[src/design/knob_smoother_with_stepped_map_macros.svh]
`ifndef KNOB_SMOOTHER_WITH_STEPPED_MAP_MACROS_SVH
`define KNOB_SMOOTHER_WITH_STEPPED_MAP_MACROS_SVH

// same-cycle implication
`define KSM_ASSERT_IMPL(label, clk, rst, ante, cons) \
  label: assert property (@(posedge clk) disable iff (rst) (ante) |-> (cons)) \
    else $error("ksm assertion failed");

// next-cycle implication
`define KSM_ASSERT_NEXT(label, clk, rst, ante, cons) \
  label: assert property (@(posedge clk) disable iff (rst) (ante) |=> (cons)) \
    else $error("ksm assertion failed");

`endif

[src/design/ksm_pkg.sv]
package ksm_pkg;

  localparam int DATA_W = 10;
  localparam int CH_W = 4;
  localparam int CH_VALUES = 16;
  localparam int CHANNEL_COUNT_DEF = 16;
  localparam int SMOOTH_SHIFT = 2;
  localparam int FULL_SCALE = 1023;

  localparam int FS_W = $clog2(FULL_SCALE + 1);
  localparam int DV_W = (FS_W > DATA_W) ? FS_W : DATA_W;
  localparam int DVD_W = DATA_W + DV_W;

  localparam int S_TDATA_W = 16;
  localparam int M_TDATA_W = 32;
  localparam int M_USED_W = CH_W + DATA_W + 1 + 2 + DATA_W + 1;

  localparam int CFG_IDX_W = 3;
  localparam logic [CFG_IDX_W-1:0] CFG_CHANGE_THRESHOLD = 3'd0;
  localparam logic [CFG_IDX_W-1:0] CFG_STEP_HYSTERESIS = 3'd1;
  localparam logic [CFG_IDX_W-1:0] CFG_STEP_A_CHANNEL = 3'd2;
  localparam logic [CFG_IDX_W-1:0] CFG_STEP_A_MIN = 3'd3;
  localparam logic [CFG_IDX_W-1:0] CFG_STEP_A_MAX = 3'd4;
  localparam logic [CFG_IDX_W-1:0] CFG_STEP_B_CHANNEL = 3'd5;
  localparam logic [CFG_IDX_W-1:0] CFG_STEP_B_MIN = 3'd6;
  localparam logic [CFG_IDX_W-1:0] CFG_STEP_B_MAX = 3'd7;

  localparam logic [DATA_W-1:0] RST_CHANGE_THRESHOLD = 10'd3;
  localparam logic [DATA_W-1:0] RST_STEP_HYSTERESIS = 10'd8;
  localparam logic [CH_W-1:0] RST_STEP_A_CHANNEL = 4'd9;
  localparam logic [DATA_W-1:0] RST_STEP_A_MIN = 10'd40;
  localparam logic [DATA_W-1:0] RST_STEP_A_MAX = 10'd240;
  localparam logic [CH_W-1:0] RST_STEP_B_CHANNEL = 4'd10;
  localparam logic [DATA_W-1:0] RST_STEP_B_MIN = 10'd1;
  localparam logic [DATA_W-1:0] RST_STEP_B_MAX = 10'd64;

  localparam logic [1:0] HIT_NONE = 2'd0;
  localparam logic [1:0] HIT_A = 2'd1;
  localparam logic [1:0] HIT_B = 2'd2;

  typedef enum logic [3:0] {
    ST_IDLE,
    ST_READ,
    ST_SMOOTH,
    ST_MUL,
    ST_GO,
    ST_WAIT,
    ST_CAND,
    ST_CMUL,
    ST_FIN,
    ST_OUT
  } state_t;

  typedef struct packed {
    logic cap_in;
    logic rd;
    logic smooth;
    logic mul;
    logic cmul;
    logic div_start;
    logic cand;
    logic fin;
    logic load_out;
  } cmd_t;

  typedef struct packed {
    logic stepped;
    logic need_centre;
    logic div_busy;
    logic div_done;
    logic out_free;
  } stat_t;

endpackage

[src/design/ksm_div.sv]
module ksm_div (
  input  logic                       clk,
  input  logic                       rst,
  input  logic                       start,
  input  logic [ksm_pkg::DVD_W-1:0]  dividend,
  input  logic [ksm_pkg::DV_W-1:0]   divisor,
  output logic [ksm_pkg::DVD_W-1:0]  quotient,
  output logic                       busy,
  output logic                       done
);

  localparam int CNT_W = $clog2(ksm_pkg::DVD_W + 1);

  logic [ksm_pkg::DV_W-1:0]  rem;
  logic [ksm_pkg::DV_W-1:0]  dvs;
  logic [CNT_W-1:0]          cnt;
  logic [ksm_pkg::DV_W:0]    shifted;
  logic                      qbit;
  logic [ksm_pkg::DV_W-1:0]  rem_next;

  always_comb begin
    shifted = {rem, quotient[ksm_pkg::DVD_W-1]};
    qbit = (shifted >= {1'b0, dvs});
    if (qbit) begin
      rem_next = ksm_pkg::DV_W'(shifted - {1'b0, dvs});
    end else begin
      rem_next = shifted[ksm_pkg::DV_W-1:0];
    end
  end

  always_ff @(posedge clk) begin
    if (rst) begin
      busy <= 1'b0;
      done <= 1'b0;
      cnt <= '0;
    end else begin
      done <= busy && (cnt == CNT_W'(1));
      if (start) begin
        busy <= 1'b1;
        cnt <= CNT_W'(ksm_pkg::DVD_W);
      end else if (busy) begin
        cnt <= cnt - CNT_W'(1);
        if (cnt == CNT_W'(1)) begin
          busy <= 1'b0;
        end
      end
    end
  end

  always_ff @(posedge clk) begin
    if (start) begin
      rem <= '0;
      quotient <= dividend;
      dvs <= divisor;
    end else if (busy) begin
      rem <= rem_next;
      quotient <= {quotient[ksm_pkg::DVD_W-2:0], qbit};
    end
  end

endmodule

[src/design/ksm_datapath.sv]
module ksm_datapath #(
  parameter int CHANNEL_COUNT = ksm_pkg::CHANNEL_COUNT_DEF
) (
  input  logic                            clk,
  input  logic                            rst,
  input  ksm_pkg::cmd_t                   cmd,
  output ksm_pkg::stat_t                  stat,
  input  logic [ksm_pkg::S_TDATA_W-1:0]   s_tdata,
  input  logic                            cfg_we,
  input  logic [ksm_pkg::CFG_IDX_W-1:0]   cfg_index,
  input  logic [ksm_pkg::DATA_W-1:0]      cfg_data,
  output logic                            m_tvalid,
  input  logic                            m_tready,
  output logic [ksm_pkg::M_TDATA_W-1:0]   m_tdata
);

  localparam int DW = ksm_pkg::DATA_W;
  localparam int IDX_W = $clog2(CHANNEL_COUNT);
  localparam int SW = DW + ksm_pkg::SMOOTH_SHIFT + 1;
  localparam int CW = ksm_pkg::DVD_W + 2;

  logic [DW-1:0]           thr, hyst, a_min, a_max, b_min, b_max;
  logic [ksm_pkg::CH_W-1:0] a_ch, b_ch;

  logic [IDX_W-1:0]        idx_tab [ksm_pkg::CH_VALUES];
  logic [ksm_pkg::CH_W-1:0] ch_r;
  logic [DW-1:0]           smp_r;
  logic [IDX_W-1:0]        idx_r;

  logic [DW-1:0]           smem [CHANNEL_COUNT];
  logic [DW-1:0]           rmem [CHANNEL_COUNT];
  logic [CHANNEL_COUNT-1:0] s_val, r_val;
  logic [DW-1:0]           s_rd, r_rd;

  logic [DW-1:0]           lvl_r, lo_r, hi_r, span_r, held_r, cand_r, sval_r;
  logic                    rep_r, degen_r, heldv_r, schg_r, sign_r;
  logic [1:0]              hit_r;
  logic [DW-1:0]           held_a, held_b;
  logic                    held_a_v, held_b_v;
  logic [ksm_pkg::DVD_W-1:0] prod_r;

  logic [SW-1:0]           acc;
  logic [DW-1:0]           lvl_c, dr_c, lo_c, hi_c, held_c;
  logic                    rep_c, heldv_c, degen_c;
  logic [1:0]              hit_c;

  logic [ksm_pkg::DV_W-1:0]  divisor;
  logic [ksm_pkg::DVD_W-1:0] quo;
  logic                      div_busy, div_done;

  logic [ksm_pkg::DVD_W:0] rq_sum;
  logic [DW-1:0]           rq;
  logic [DW:0]             cand_full;
  logic [DW-1:0]           cand_c;

  logic [DW:0]             held_diff;
  logic [DW-1:0]           held_mag;

  logic signed [CW-1:0]    centre_s, diff_s;
  logic [CW-1:0]           dabs;
  logic [DW-1:0]           ns_c;
  logic                    schg_c;

  for (genvar k = 0; k < ksm_pkg::CH_VALUES; k++) begin : g_idx
    assign idx_tab[k] = IDX_W'(k % CHANNEL_COUNT);
  end

  always_ff @(posedge clk) begin
    if (rst) begin
      thr <= ksm_pkg::RST_CHANGE_THRESHOLD;
      hyst <= ksm_pkg::RST_STEP_HYSTERESIS;
      a_ch <= ksm_pkg::RST_STEP_A_CHANNEL;
      a_min <= ksm_pkg::RST_STEP_A_MIN;
      a_max <= ksm_pkg::RST_STEP_A_MAX;
      b_ch <= ksm_pkg::RST_STEP_B_CHANNEL;
      b_min <= ksm_pkg::RST_STEP_B_MIN;
      b_max <= ksm_pkg::RST_STEP_B_MAX;
    end else if (cfg_we) begin
      case (cfg_index)
        ksm_pkg::CFG_CHANGE_THRESHOLD: thr <= cfg_data;
        ksm_pkg::CFG_STEP_HYSTERESIS:  hyst <= cfg_data;
        ksm_pkg::CFG_STEP_A_CHANNEL:   a_ch <= cfg_data[ksm_pkg::CH_W-1:0];
        ksm_pkg::CFG_STEP_A_MIN:       a_min <= cfg_data;
        ksm_pkg::CFG_STEP_A_MAX:       a_max <= cfg_data;
        ksm_pkg::CFG_STEP_B_CHANNEL:   b_ch <= cfg_data[ksm_pkg::CH_W-1:0];
        ksm_pkg::CFG_STEP_B_MIN:       b_min <= cfg_data;
        ksm_pkg::CFG_STEP_B_MAX:       b_max <= cfg_data;
        default: ;
      endcase
    end
  end

  always_comb begin
    acc = SW'({s_rd, {ksm_pkg::SMOOTH_SHIFT{1'b0}}}) - SW'(s_rd) + SW'(smp_r);
    lvl_c = s_val[idx_r] ? acc[ksm_pkg::SMOOTH_SHIFT +: DW] : smp_r;
    dr_c = (lvl_c >= r_rd) ? (lvl_c - r_rd) : (r_rd - lvl_c);
    rep_c = !r_val[idx_r] || (dr_c >= thr);
    hit_c = ksm_pkg::HIT_NONE;
    if (rep_c) begin
      if (ch_r == a_ch) begin
        hit_c = ksm_pkg::HIT_A;
      end else if (ch_r == b_ch) begin
        hit_c = ksm_pkg::HIT_B;
      end
    end
    if (hit_c == ksm_pkg::HIT_B) begin
      lo_c = b_min;
      hi_c = b_max;
      held_c = held_b;
      heldv_c = held_b_v;
    end else begin
      lo_c = a_min;
      hi_c = a_max;
      held_c = held_a;
      heldv_c = held_a_v;
    end
    degen_c = (hi_c <= lo_c);
  end

  // divide by FULL_SCALE = 2^FS_W - 1 through its reciprocal
  always_comb begin
    rq_sum = {1'b0, prod_r} + {1'b0, (prod_r >> ksm_pkg::FS_W)}
             + (ksm_pkg::DVD_W + 1)'(1);
    rq = rq_sum[ksm_pkg::FS_W +: DW];
    cand_full = {1'b0, rq} + {1'b0, lo_r};
    if (cand_full > {1'b0, hi_r}) begin
      cand_c = hi_r;
    end else begin
      cand_c = cand_full[DW-1:0];
    end
    held_diff = {1'b0, held_r} - {1'b0, lo_r};
    held_mag = held_diff[DW] ? DW'(-held_diff) : held_diff[DW-1:0];
  end

  always_comb begin
    centre_s = sign_r ? -$signed({2'b00, quo}) : $signed({2'b00, quo});
    diff_s = $signed(CW'(lvl_r)) - centre_s;
    dabs = diff_s[CW-1] ? CW'(-diff_s) : CW'(diff_s);
    if (degen_r) begin
      ns_c = lo_r;
    end else if (!heldv_r || (cand_r == held_r)) begin
      ns_c = cand_r;
    end else if (dabs >= CW'(hyst)) begin
      ns_c = cand_r;
    end else begin
      ns_c = held_r;
    end
    schg_c = !heldv_r || (ns_c != held_r);
  end

  assign divisor = ksm_pkg::DV_W'(span_r);

  ksm_div u_div (
    .clk      (clk),
    .rst      (rst),
    .start    (cmd.div_start),
    .dividend (prod_r),
    .divisor  (divisor),
    .quotient (quo),
    .busy     (div_busy),
    .done     (div_done)
  );

  always_ff @(posedge clk) begin
    if (cmd.rd) begin
      s_rd <= smem[idx_r];
      r_rd <= rmem[idx_r];
    end
    if (cmd.smooth) begin
      smem[idx_r] <= lvl_c;
      if (rep_c) begin
        rmem[idx_r] <= lvl_c;
      end
    end
  end

  always_ff @(posedge clk) begin
    if (cmd.cap_in) begin
      ch_r <= s_tdata[ksm_pkg::CH_W-1:0];
      smp_r <= s_tdata[ksm_pkg::CH_W +: DW];
      idx_r <= idx_tab[s_tdata[ksm_pkg::CH_W-1:0]];
    end
    if (cmd.smooth) begin
      lvl_r <= lvl_c;
      rep_r <= rep_c;
      hit_r <= hit_c;
      lo_r <= lo_c;
      hi_r <= hi_c;
      span_r <= hi_c - lo_c;
      held_r <= held_c;
      heldv_r <= heldv_c;
      degen_r <= degen_c;
    end
    if (cmd.mul) begin
      prod_r <= ksm_pkg::DVD_W'(lvl_r) * ksm_pkg::DVD_W'(span_r);
    end
    if (cmd.cmul) begin
      prod_r <= ksm_pkg::DVD_W'(held_mag) * ksm_pkg::DVD_W'(ksm_pkg::FULL_SCALE);
      sign_r <= held_diff[DW];
    end
    if (cmd.cand) begin
      cand_r <= cand_c;
    end
    if (cmd.fin) begin
      if (hit_r == ksm_pkg::HIT_NONE) begin
        sval_r <= '0;
        schg_r <= 1'b0;
      end else begin
        sval_r <= ns_c;
        schg_r <= schg_c;
      end
      if (hit_r == ksm_pkg::HIT_A) begin
        held_a <= ns_c;
      end
      if (hit_r == ksm_pkg::HIT_B) begin
        held_b <= ns_c;
      end
    end
    if (cmd.load_out) begin
      m_tdata <= ksm_pkg::M_TDATA_W'({schg_r, sval_r, hit_r, rep_r, lvl_r, ch_r});
    end
  end

  always_ff @(posedge clk) begin
    if (rst) begin
      s_val <= '0;
      r_val <= '0;
      held_a_v <= 1'b0;
      held_b_v <= 1'b0;
      m_tvalid <= 1'b0;
    end else begin
      if (cmd.smooth) begin
        s_val[idx_r] <= 1'b1;
        if (rep_c) begin
          r_val[idx_r] <= 1'b1;
        end
      end
      if (cmd.fin && (hit_r == ksm_pkg::HIT_A)) begin
        held_a_v <= 1'b1;
      end
      if (cmd.fin && (hit_r == ksm_pkg::HIT_B)) begin
        held_b_v <= 1'b1;
      end
      if (cmd.load_out) begin
        m_tvalid <= 1'b1;
      end else if (m_tready) begin
        m_tvalid <= 1'b0;
      end
    end
  end

  always_comb begin
    stat.stepped = (hit_c != ksm_pkg::HIT_NONE) && !degen_c;
    stat.need_centre = heldv_r && (cand_c != held_r);
    stat.div_busy = div_busy;
    stat.div_done = div_done;
    stat.out_free = !m_tvalid || m_tready;
  end

endmodule

[src/design/ksm_ctrl.sv]
module ksm_ctrl (
  input  logic            clk,
  input  logic            rst,
  input  logic            s_tvalid,
  output logic            s_tready,
  input  ksm_pkg::stat_t  stat,
  output ksm_pkg::cmd_t   cmd
);

  ksm_pkg::state_t state, state_next;

  always_ff @(posedge clk) begin
    if (rst) begin
      state <= ksm_pkg::ST_IDLE;
    end else begin
      state <= state_next;
    end
  end

  always_comb begin
    state_next = state;
    cmd = '0;
    s_tready = (state == ksm_pkg::ST_IDLE);
    case (state)
      ksm_pkg::ST_IDLE: begin
        if (s_tvalid) begin
          cmd.cap_in = 1'b1;
          state_next = ksm_pkg::ST_READ;
        end
      end
      ksm_pkg::ST_READ: begin
        cmd.rd = 1'b1;
        state_next = ksm_pkg::ST_SMOOTH;
      end
      ksm_pkg::ST_SMOOTH: begin
        cmd.smooth = 1'b1;
        state_next = stat.stepped ? ksm_pkg::ST_MUL : ksm_pkg::ST_FIN;
      end
      ksm_pkg::ST_MUL: begin
        cmd.mul = 1'b1;
        state_next = ksm_pkg::ST_CAND;
      end
      ksm_pkg::ST_GO: begin
        cmd.div_start = 1'b1;
        state_next = ksm_pkg::ST_WAIT;
      end
      ksm_pkg::ST_WAIT: begin
        if (stat.div_done) begin
          state_next = ksm_pkg::ST_FIN;
        end
      end
      ksm_pkg::ST_CAND: begin
        cmd.cand = 1'b1;
        state_next = stat.need_centre ? ksm_pkg::ST_CMUL : ksm_pkg::ST_FIN;
      end
      ksm_pkg::ST_CMUL: begin
        cmd.cmul = 1'b1;
        state_next = ksm_pkg::ST_GO;
      end
      ksm_pkg::ST_FIN: begin
        cmd.fin = 1'b1;
        state_next = ksm_pkg::ST_OUT;
      end
      ksm_pkg::ST_OUT: begin
        if (stat.out_free) begin
          cmd.load_out = 1'b1;
          state_next = ksm_pkg::ST_IDLE;
        end
      end
      default: begin
        state_next = ksm_pkg::ST_IDLE;
      end
    endcase
  end

endmodule

[src/design/knob_smoother_with_stepped_map.sv]
// Knob smoother with stepped map.
// Input stream s_*: one beat per potentiometer sample (channel, sample).
// Output stream m_*: exactly one beat per input beat, in order, carrying the
// smoothed level, report flag and, for the two stepped controls, the step.
// Configuration is a write port (cfg_we, cfg_index, cfg_data); write it
// only while no beat is in flight.
// One sample is processed at a time. A sample that does not hit a stepped
// control, or hits one whose max is not above its min, goes from smoothing
// straight to finishing and output. A stepped hit maps the level with a
// multiply and a constant reciprocal; when the candidate leaves the held
// step, the step centre runs the serial divider (one quotient bit per cycle,
// D = 20 bits wide by default) before the result is finished.
// The result sits in an output register, so a stalled receiver only holds
// the block once the next result is finished and waits for that register.
// Reset (rst, synchronous) restores register defaults and forgets all
// per-channel history and held steps; no clearing pass is needed.
module knob_smoother_with_stepped_map #(
  parameter int CHANNEL_COUNT = ksm_pkg::CHANNEL_COUNT_DEF
) (
  input  logic                           clk,
  input  logic                           rst,
  input  logic                           s_tvalid,
  output logic                           s_tready,
  // channel[3:0], sample[13:4], zero[15:14]
  input  logic [ksm_pkg::S_TDATA_W-1:0]  s_tdata,
  output logic                           m_tvalid,
  input  logic                           m_tready,
  // channel_out[3:0], level[13:4], reported[14], stepped_hit[16:15],
  // step_value[26:17], step_changed[27], zero[31:28]
  output logic [ksm_pkg::M_TDATA_W-1:0]  m_tdata,
  input  logic                           cfg_we,
  input  logic [ksm_pkg::CFG_IDX_W-1:0]  cfg_index,
  input  logic [ksm_pkg::DATA_W-1:0]     cfg_data
);

  `include "knob_smoother_with_stepped_map_macros.svh"

  ksm_pkg::cmd_t  cmd;
  ksm_pkg::stat_t stat;

  ksm_ctrl u_ctrl (
    .clk      (clk),
    .rst      (rst),
    .s_tvalid (s_tvalid),
    .s_tready (s_tready),
    .stat     (stat),
    .cmd      (cmd)
  );

  ksm_datapath #(
    .CHANNEL_COUNT (CHANNEL_COUNT)
  ) u_dp (
    .clk       (clk),
    .rst       (rst),
    .cmd       (cmd),
    .stat      (stat),
    .s_tdata   (s_tdata),
    .cfg_we    (cfg_we),
    .cfg_index (cfg_index),
    .cfg_data  (cfg_data),
    .m_tvalid  (m_tvalid),
    .m_tready  (m_tready),
    .m_tdata   (m_tdata)
  );

  `KSM_ASSERT_NEXT(a_one_at_a_time, clk, rst, s_tvalid && s_tready, !s_tready)
  `KSM_ASSERT_IMPL(a_no_overwrite, clk, rst, cmd.load_out, !m_tvalid || m_tready)
  `KSM_ASSERT_NEXT(a_div_runs, clk, rst, cmd.div_start, stat.div_busy)

endmodule

[config.mk]
export PLATFORM = sky130hd
export DESIGN_NAME = knob_smoother_with_stepped_map
export DESIGN_NICKNAME = d
export VERILOG_FILES = /design/src/design/ksm_pkg.sv /design/src/design/ksm_div.sv /design/src/design/ksm_datapath.sv /design/src/design/ksm_ctrl.sv /design/src/design/knob_smoother_with_stepped_map.sv
export VERILOG_INCLUDE_DIRS = /design/src /design/src/design
export SDC_FILE = /design/constraint.sdc
export NUM_CORES = 2
export LEC_CHECK = 0
export BUFFER_PORTS_ARGS = -buffer_cell sky130_fd_sc_hd__buf_2
export CAP_MARGIN = 40
export CORE_ASPECT_RATIO = 1.5
export CORE_UTILIZATION = 58
export DETAILED_ROUTE_END_ITERATION = 16
export GPL_ROUTABILITY_DRIVEN = 1
export PLACE_DENSITY = 0.77
export SYNTH_ARGS = -nofsm -noshare
export SYNTH_HDL_FRONTEND = slang
export SYNTH_SLANG_ARGS = --single-unit
[constraint.sdc]
create_clock -name clk -period 10.3 [get_ports clk]
set_input_delay 1.545 -clock clk [delete_from_list [all_inputs] [get_ports clk]]
set_output_delay 1.545 -clock clk [all_outputs]
set_load 0.01 [all_outputs]
# Word-level counts from Yosys, hierarchy flattened
# Memories as Yosys holds them, arrays and structs flattened. A register that Yosys moved wholly into a read port is not among the register bits.
# Index checks and enable logic that the tools add are counted.
totals:
  wordCells: 189
  rom_bits: 64
  ff_bits: 313
  memories: 3
  out_inout_bits: 34
  latch_bits: 0
  ramBits: 320
  in_bits: 34
mem_list:
  columns: ["memory", "depth", "width", "read_ports", "rd_ports_with_merged_regs", "wr", "line_no", "rtl"]
  rows:
  - ["u_dp.rmem", 16, 10, 1, 1, 1, "ksm_datapath.sv:31", "logic [DW-1:0] rmem [CHANNEL_COUNT];"]
  - ["u_dp.smem", 16, 10, 1, 1, 1, "ksm_datapath.sv:30", "logic [DW-1:0] smem [CHANNEL_COUNT];"]
  - ["(name not given)", 16, 4, 1, 1, 0, "ksm_datapath.sv:181", "idx_r <= idx_tab[s_tdata[ksm_pkg::CH_W-1:0]];"]
op_classes:
  reduce_logical: 34
  mux: 56
  div_mod_pow: 0
  order_cmp: 8
  n_mul: 2
  n_shift: 0
  bitwise: 3
  eq_ne: 28
  addsub: 15
op_table:
  columns: ["op", "count"]
  rows:
  - ["2-to-1 mux 10 bit", 11]
  - ["2-to-1 mux 20 bit", 4]
  - ["2-to-1 mux 22 bit", 2]
  - ["one-hot mux 4 bit (10 select lines)", 1]
  - ["subtractor 10 bit", 4]
  - ["bitwise OR 16 bit", 2]
  - ["2-to-1 mux 1 bit", 25]
  - [">= comparator 22 x 10 -> 1 bit", 1]
  - ["negation 20 -> 22 bit", 1]
  - ["negation 22 bit", 1]
  - ["AND reduction 2 bit", 11]
  - ["subtractor 11 x 22 -> 22 bit", 1]
  - ["adder 20 x 1 -> 20 bit (second input constant)", 1]
  - ["adder 20 x 10 -> 20 bit", 1]
  - [">= comparator 10 bit", 2]
  - ["multiplier 10 x 10 -> 20 bit", 1]
  - ["multiplier 10 x 10 -> 20 bit (second input constant)", 1]
  - ["2-to-1 mux 4 bit", 5]
  - ["inequality test 10 bit", 2]
  - ["== test 4 x 3 -> 1 bit (second input constant)", 4]
  - ["adder 12 x 10 -> 12 bit", 1]
  - ["== test 3 bit (second input constant)", 4]
  - ["subtractor 12 x 10 -> 12 bit", 1]
  - ["adder 10 x 10 -> 11 bit", 1]
  - ["other kinds (34)", 58]

# Depth between registers and ports, before layout
depth:
  word_depth: 15
  ltp_mapped: 49
  mapped_depth_nobuf: 48

# Modules after synthesis
# A second synthesis with hierarchy kept.
hier_totals:
  hier_cells: 3061
  area_unflattened_um2: 37467.2
modules_own_cells:
  columns: ["mod", "seq_area_each_um2", "cells_each", "area_each_um2", "n_inst"]
  rows:
  - ["ksm_datapath", 17046.3, 2793, 34620.7, 1]
  - ["ksm_div", 1241.2, 210, 2439.8, 1]
  - ["ksm_ctrl", 80.1, 58, 406.6, 1]

# Least setup slack after synthesis
# Ideal clock, no wire load.
synth_timing:
  path_kind: "reg-to-reg"
  start: "register u_dp.idx_r[0]"
  end: "register u_ctrl.state[0]"
  required_time_ns: 10.214
  t_arrival_ns: 9.657
  setup_time_ns: 0.086
  path_stages_with_launch: 39
  path_buffers: 6
  slack_ns: 0.558
  synth_period_minus_slack_ns: 9.742
  path_cell_list: "edfxtp_1 > clkbuf_1 > clkbuf_1 > mux4_2 > mux4_2 > clkbuf_1 > clkbuf_1 > o21ai_0 > ha_1 > or3_1 > o21ai_0 > a21oi_1 > clkbuf_1 > mux2_2 > o31ai_1 > a22oi_1 > xor2_1 > ha_1 > [... 3 more ...] > nor3b_1 > clkbuf_1 > mux2_2 > ha_1 > inv_1 > fa_1 > nand2_1 > nand2_1 > a21oi_1 > o21bai_1 > a21oi_1 > o21bai_1 > a21oi_1 > nor2b_1 > o31ai_1 > a2111oi_0 > o21bai_1 > a211oi_1"
synth_via:
  elab_chain_cells: 15
  elab_cells_between_ends: 22
  classes_between: "add/sub: 2; order compare: 3; eq/ne: 1; mux: 11; reduce/logical: 5"
synth_lines:
  columns: ["element", "line_no", "rtl"]
  rows:
  - ["start, declared", "ksm_datapath.sv:28", "logic [IDX_W-1:0] idx_r;"]
  - ["binary-select mux 1 bit (select 4 bit) *", "ksm_datapath.sv:95", "lvl_c = s_val[idx_r] ? acc[ksm_pkg::SMOOTH_SHIFT +: DW] : smp_r;"]
  - ["2-to-1 mux 1 bit (not written as such) *", "ksm_datapath.sv:95", null]
  - ["2-to-1 mux 10 bit *", "ksm_datapath.sv:95", null]
  - ["via u_dp.lvl_c[9]", "ksm_datapath.sv:43", "logic [DW-1:0] lvl_c, dr_c, lo_c, hi_c, held_c;"]
  - ["subtractor 10 bit / >= comparator 10 bit (equally long branches)", "ksm_datapath.sv:96", "dr_c = (lvl_c >= r_rd) ? (lvl_c - r_rd) : (r_rd - lvl_c);"]
  - ["2-to-1 mux 10 bit *", "ksm_datapath.sv:96", null]
  - [">= comparator 10 bit *", "ksm_datapath.sv:97", "rep_c = !r_val[idx_r] || (dr_c >= thr);"]
  - ["logical OR 1 bit *", "ksm_datapath.sv:97", null]
  - ["[... 2 more ...]", null, null]
  - ["2-to-1 mux 10 bit *", "ksm_datapath.sv:106", "if (hit_c == ksm_pkg::HIT_B) begin"]
  - ["via u_dp.lo_c[0]", "ksm_datapath.sv:43", null]
  - ["<= comparator 10 bit *", "ksm_datapath.sv:117", "degen_c = (hi_c <= lo_c);"]
  - ["via u_dp.degen_c", "ksm_datapath.sv:44", "logic rep_c, heldv_c, degen_c;"]
  - ["logical NOT 1 bit *", "ksm_datapath.sv:253", "stat.stepped = (hit_c != ksm_pkg::HIT_NONE) && !degen_c;"]
  - ["logical AND 1 bit *", "ksm_datapath.sv:253", null]
  - ["2-to-1 mux 4 bit *", "ksm_ctrl.sv:37", "state_next = stat.stepped ? ksm_pkg::ST_MUL : ksm_pkg::ST_FIN;"]
  - ["one-hot mux 4 bit (10 select lines) *", "ksm_ctrl.sv:24", "case (state)"]
  - ["end signal, assigned", "ksm_ctrl.sv:14", "state <= ksm_pkg::ST_IDLE;"]
  - ["end signal, assigned", "ksm_ctrl.sv:16", "state <= state_next;"]
  - ["end, declared", "ksm_ctrl.sv:10", "ksm_pkg::state_t state, state_next;"]
# The timed path passes the listed nets; every way through them passes the cells marked *. The select of a mux whose other input is x is not followed.
# A chain may end at the register's enable or synchronous reset.

# Worst setup path in the final report
layout_timing:
  start: "register u_dp.idx_r[1]"
  end: "register u_ctrl.state[0]"
# The elaborated chain is that of the path after synthesis.

==> flow_metrics.env <==
export IMPL_yosysWarnings=0
export IMPL_routedWlPerCell_um=22.6
export IMPL_hpwl_mm=66.2
export IMPL_clk_path_buf_depth=3
export IMPL_core_um2=63200
export IMPL_synth_edf_count=529
export IMPL_die_w_um=208
export IMPL_synthFlopType="edfxtp_1"
export IMPL_setup_viol=0
export IMPL_fin_cells=4010
export IMPL_arrival_ns=10.16
export IMPL_worst_pin_slew_ns=0.962
export IMPL_status="finished clean"
export IMPL_drtPass1Iterations=6
export IMPL_period_share=0.933
export IMPL_synthAdderAreaFrac=0.145
export IMPL_die_h_um=312
export IMPL_num_vias=24177
export IMPL_synth_most_common_cell="edfxtp_1"
export IMPL_drt_wl_total_mm=90.4
export IMPL_clkTransAtPathRegs_ns=0.07
export IMPL_rsz0062_at_grt="false"
export IMPL_clk_latency_ns=0.64
export IMPL_synth_commonest_cells="529 x edfxtp_1, 311 x inv_1, 293 x nand2_1, 231 x ha_1, 209 x nor2_1"
export IMPL_async_reset_ff_frac=0
export IMPL_cts_tree="done"
export IMPL_cts_sinks=653
export IMPL_start_util=0.587
export IMPL_syn_inst=3072
export IMPL_hold_viol_final=0
export IMPL_netlist_area_leader_share=0.429
export IMPL_synth_compound_area_frac=0.0812
export IMPL_synth_area_leader_cell="edfxtp_1"
export IMPL_crit_type="flip-flop to flip-flop"
export IMPL_worstSetupStartpointType="flip-flop"
export IMPL_min_period_ns=9.61
export IMPL_drive_gt1_frac=0.127
export IMPL_synth_top_family_by_area="adder cells"
export IMPL_cp_slowest_cell="edfxtp_1"
export IMPL_fmax_mhz=104
export IMPL_dp_cells=3896
export IMPL_fin_skew_ns=0.0333
export IMPL_antenna_found_initial=5
export IMPL_cts_inserted_buffers=58
export IMPL_grtUsageTotal=0.285
export IMPL_yosys_area_share_simple=0.101
export IMPL_synth_area_leaders="edfxtp_1 43%, ha_1 7.8%, dfxtp_1 6.7%, fa_1 6.7%, mux4_2 6.7%"
export IMPL_die_area_um2=64900
export IMPL_synth_area_um2=37100
export IMPL_syn2layout_area_growth_pct=9.27
export IMPL_portBuffers=61
export IMPL_setup_tns_ns=0
export IMPL_cts_htree_levels=2
export IMPL_muxShareOfSynthArea=0.0900
export IMPL_top_level_ports=68
export IMPL_max_slew_margin=0.359
export IMPL_slew_violations=0
export IMPL_grt_pass1_vias=25618
export IMPL_synth_area_per_cell_um2=12.1
export IMPL_postRouteAntennaNets=0
export IMPL_grt_pass1_wl_mm=141
export IMPL_viasPerCell=6.03
export IMPL_synth_seq_cells=653
export IMPL_place_congestion=0.942
export IMPL_worstSetupEndpointType="flip-flop"
export IMPL_drc=0
export IMPL_grt_max_degree=85
export IMPL_grt_overflow=0
export IMPL_ys_seq_area_frac=0.496
export IMPL_clk_root_buffer_cell="clkbuf_16"
export IMPL_worstPathRequired_ns=10.85
export IMPL_path_max_fanout=31
export IMPL_hold_class="flip-flop to flip-flop"
export IMPL_crit_path_max_incr_delay_ns=0.72
export IMPL_drt_iter0_drc=1704
export IMPL_ys_types=83
export IMPL_synth_xor_area_share=0.0423
export IMPL_num_nets_final=3543
export IMPL_drv_cap=0
export IMPL_rows=113
export IMPL_crit_top_cell="a21oi_1"
==> registers in the layout, summed over array words and instances (netlist names), 16 cells and up <==
signal,count
u_dp.m_tdata,28
u_dp.smem,160
u_dp.r_val,16
u_dp.rmem,160
u_dp.s_val,16
u_dp.u_div.quotient,20
u_dp.prod_r,20
==> final timing paths <==
| path | cells after the start | slack, ns | from | endpoint |
|---|---|---|---|---|
| hold / removal | 0 | 0.42 | u_dp.sval_r[8]$_SDFFCE_PN0P_ | u_dp.m_tdata[25]$_DFFE_PP_ |
| hold reg to reg | 0 | 0.42 | u_dp.sval_r[8]$_SDFFCE_PN0P_ | u_dp.m_tdata[25]$_DFFE_PP_ |
| setup reg to reg | 43 | 0.69 | u_dp.idx_r[1]$_DFFE_PP_ | u_ctrl.state[0]$_SDFFE_PP0P_ |
| setup / recovery | 43 | 0.69 | u_dp.idx_r[1]$_DFFE_PP_ | u_ctrl.state[0]$_SDFFE_PP0P_ |
==> critical path: cells and delay by family, from the launching register on <==
family / cells / cell delay, ns
buf+inv: 5 / 0.90
mux: 4 / 1.82
flops: 1 / 0.72
fa+ha+maj: 5 / 1.38
simple gates: 9 / 1.26
compound gates: 19 / 3.22
xor+xnor: 1 / 0.17
==> logic make-up (layout without fill, tap and decap cells) <==
| logic type | Yosys count | count (layout) |
|---|---|---|
| buffers and inverters | 435 | 564 |
| DFF | 653 | 653 |
| muxes | 191 | 191 |
| xor gates and xnor gates | 175 | 175 |
| and+or+nand+nor | 794 | 794 |
| AOI/OAI and AO/OA | 468 | 468 |
| other | 1 | 5 |
| adders and majority gates | 355 | 355 |
==> metrics by stage <==
step                hold slack [ns]  cell area (um2)  setup slack (ns)   util
floorplan                     0.400            37100             0.558      -
global placement              0.403            38400             0.531  0.607
detailed placement            0.405            38600             0.363  0.610
CTS                           0.420            40500             0.336  0.640
global route                  0.427            40500            0.0379  0.641
finish                        0.420            40500             0.692  0.641
==> layout by cell type, fill, tap and decap left out, drive strengths merged, types with 23 or more instances in the layout <==
master,synthesis,routed
xor2,68,68
edfxtp,529,529
a21oi,162,162
o21ai,84,84
inv,311,313
buf,22,142
o21bai,26,26
nor2,209,209
clkinv,1,25
fa,124,124
nor3,52,52
nand2,293,293
clkbuf,101,76
mux2i,43,43
xnor2,107,107
mux2,38,38
mux4,110,110
nor2b,33,33
o21a,23,23
dfxtp,124,124
ha,231,231
and2,49,49
a21o,40,40
o31ai,23,23
==> final cells by class <==
type                            instances  area (um2)
Fill cell                            4564       22700
Sequential cell                       653       18400
Multi-Input combinational cell       1987       17100
Clock buffer                           76        1580
Inverter                              312        1170
Tap cell                              805        1010
Timing Repair Buffer                  142         985
Clock inverter                         34         315
Antenna cell                            1        2.50
==> layer usage <==
metal | track usage | up-vias | wire [um]
li1 | - | 11098 | -
met2 | 0.528 | 788 | 48700
met4 | 0.172 | 10 | 5840
met1 | 0.303 | 12004 | 31400
met5 | 0 | - | 73
met3 | 0.0434 | 277 | 4430
==> repair_timing <==
action / CTS / global route
gates resized for setup: 0 / 1
hold buffers: 0 / 0
buffers inserted: 0 / 3
endpoints found under the setup margin: 0 / 3
Power is left out: the tool's default activity adds up to more than one toggle a clock period on the data nets, which glitch-free logic cannot reach.
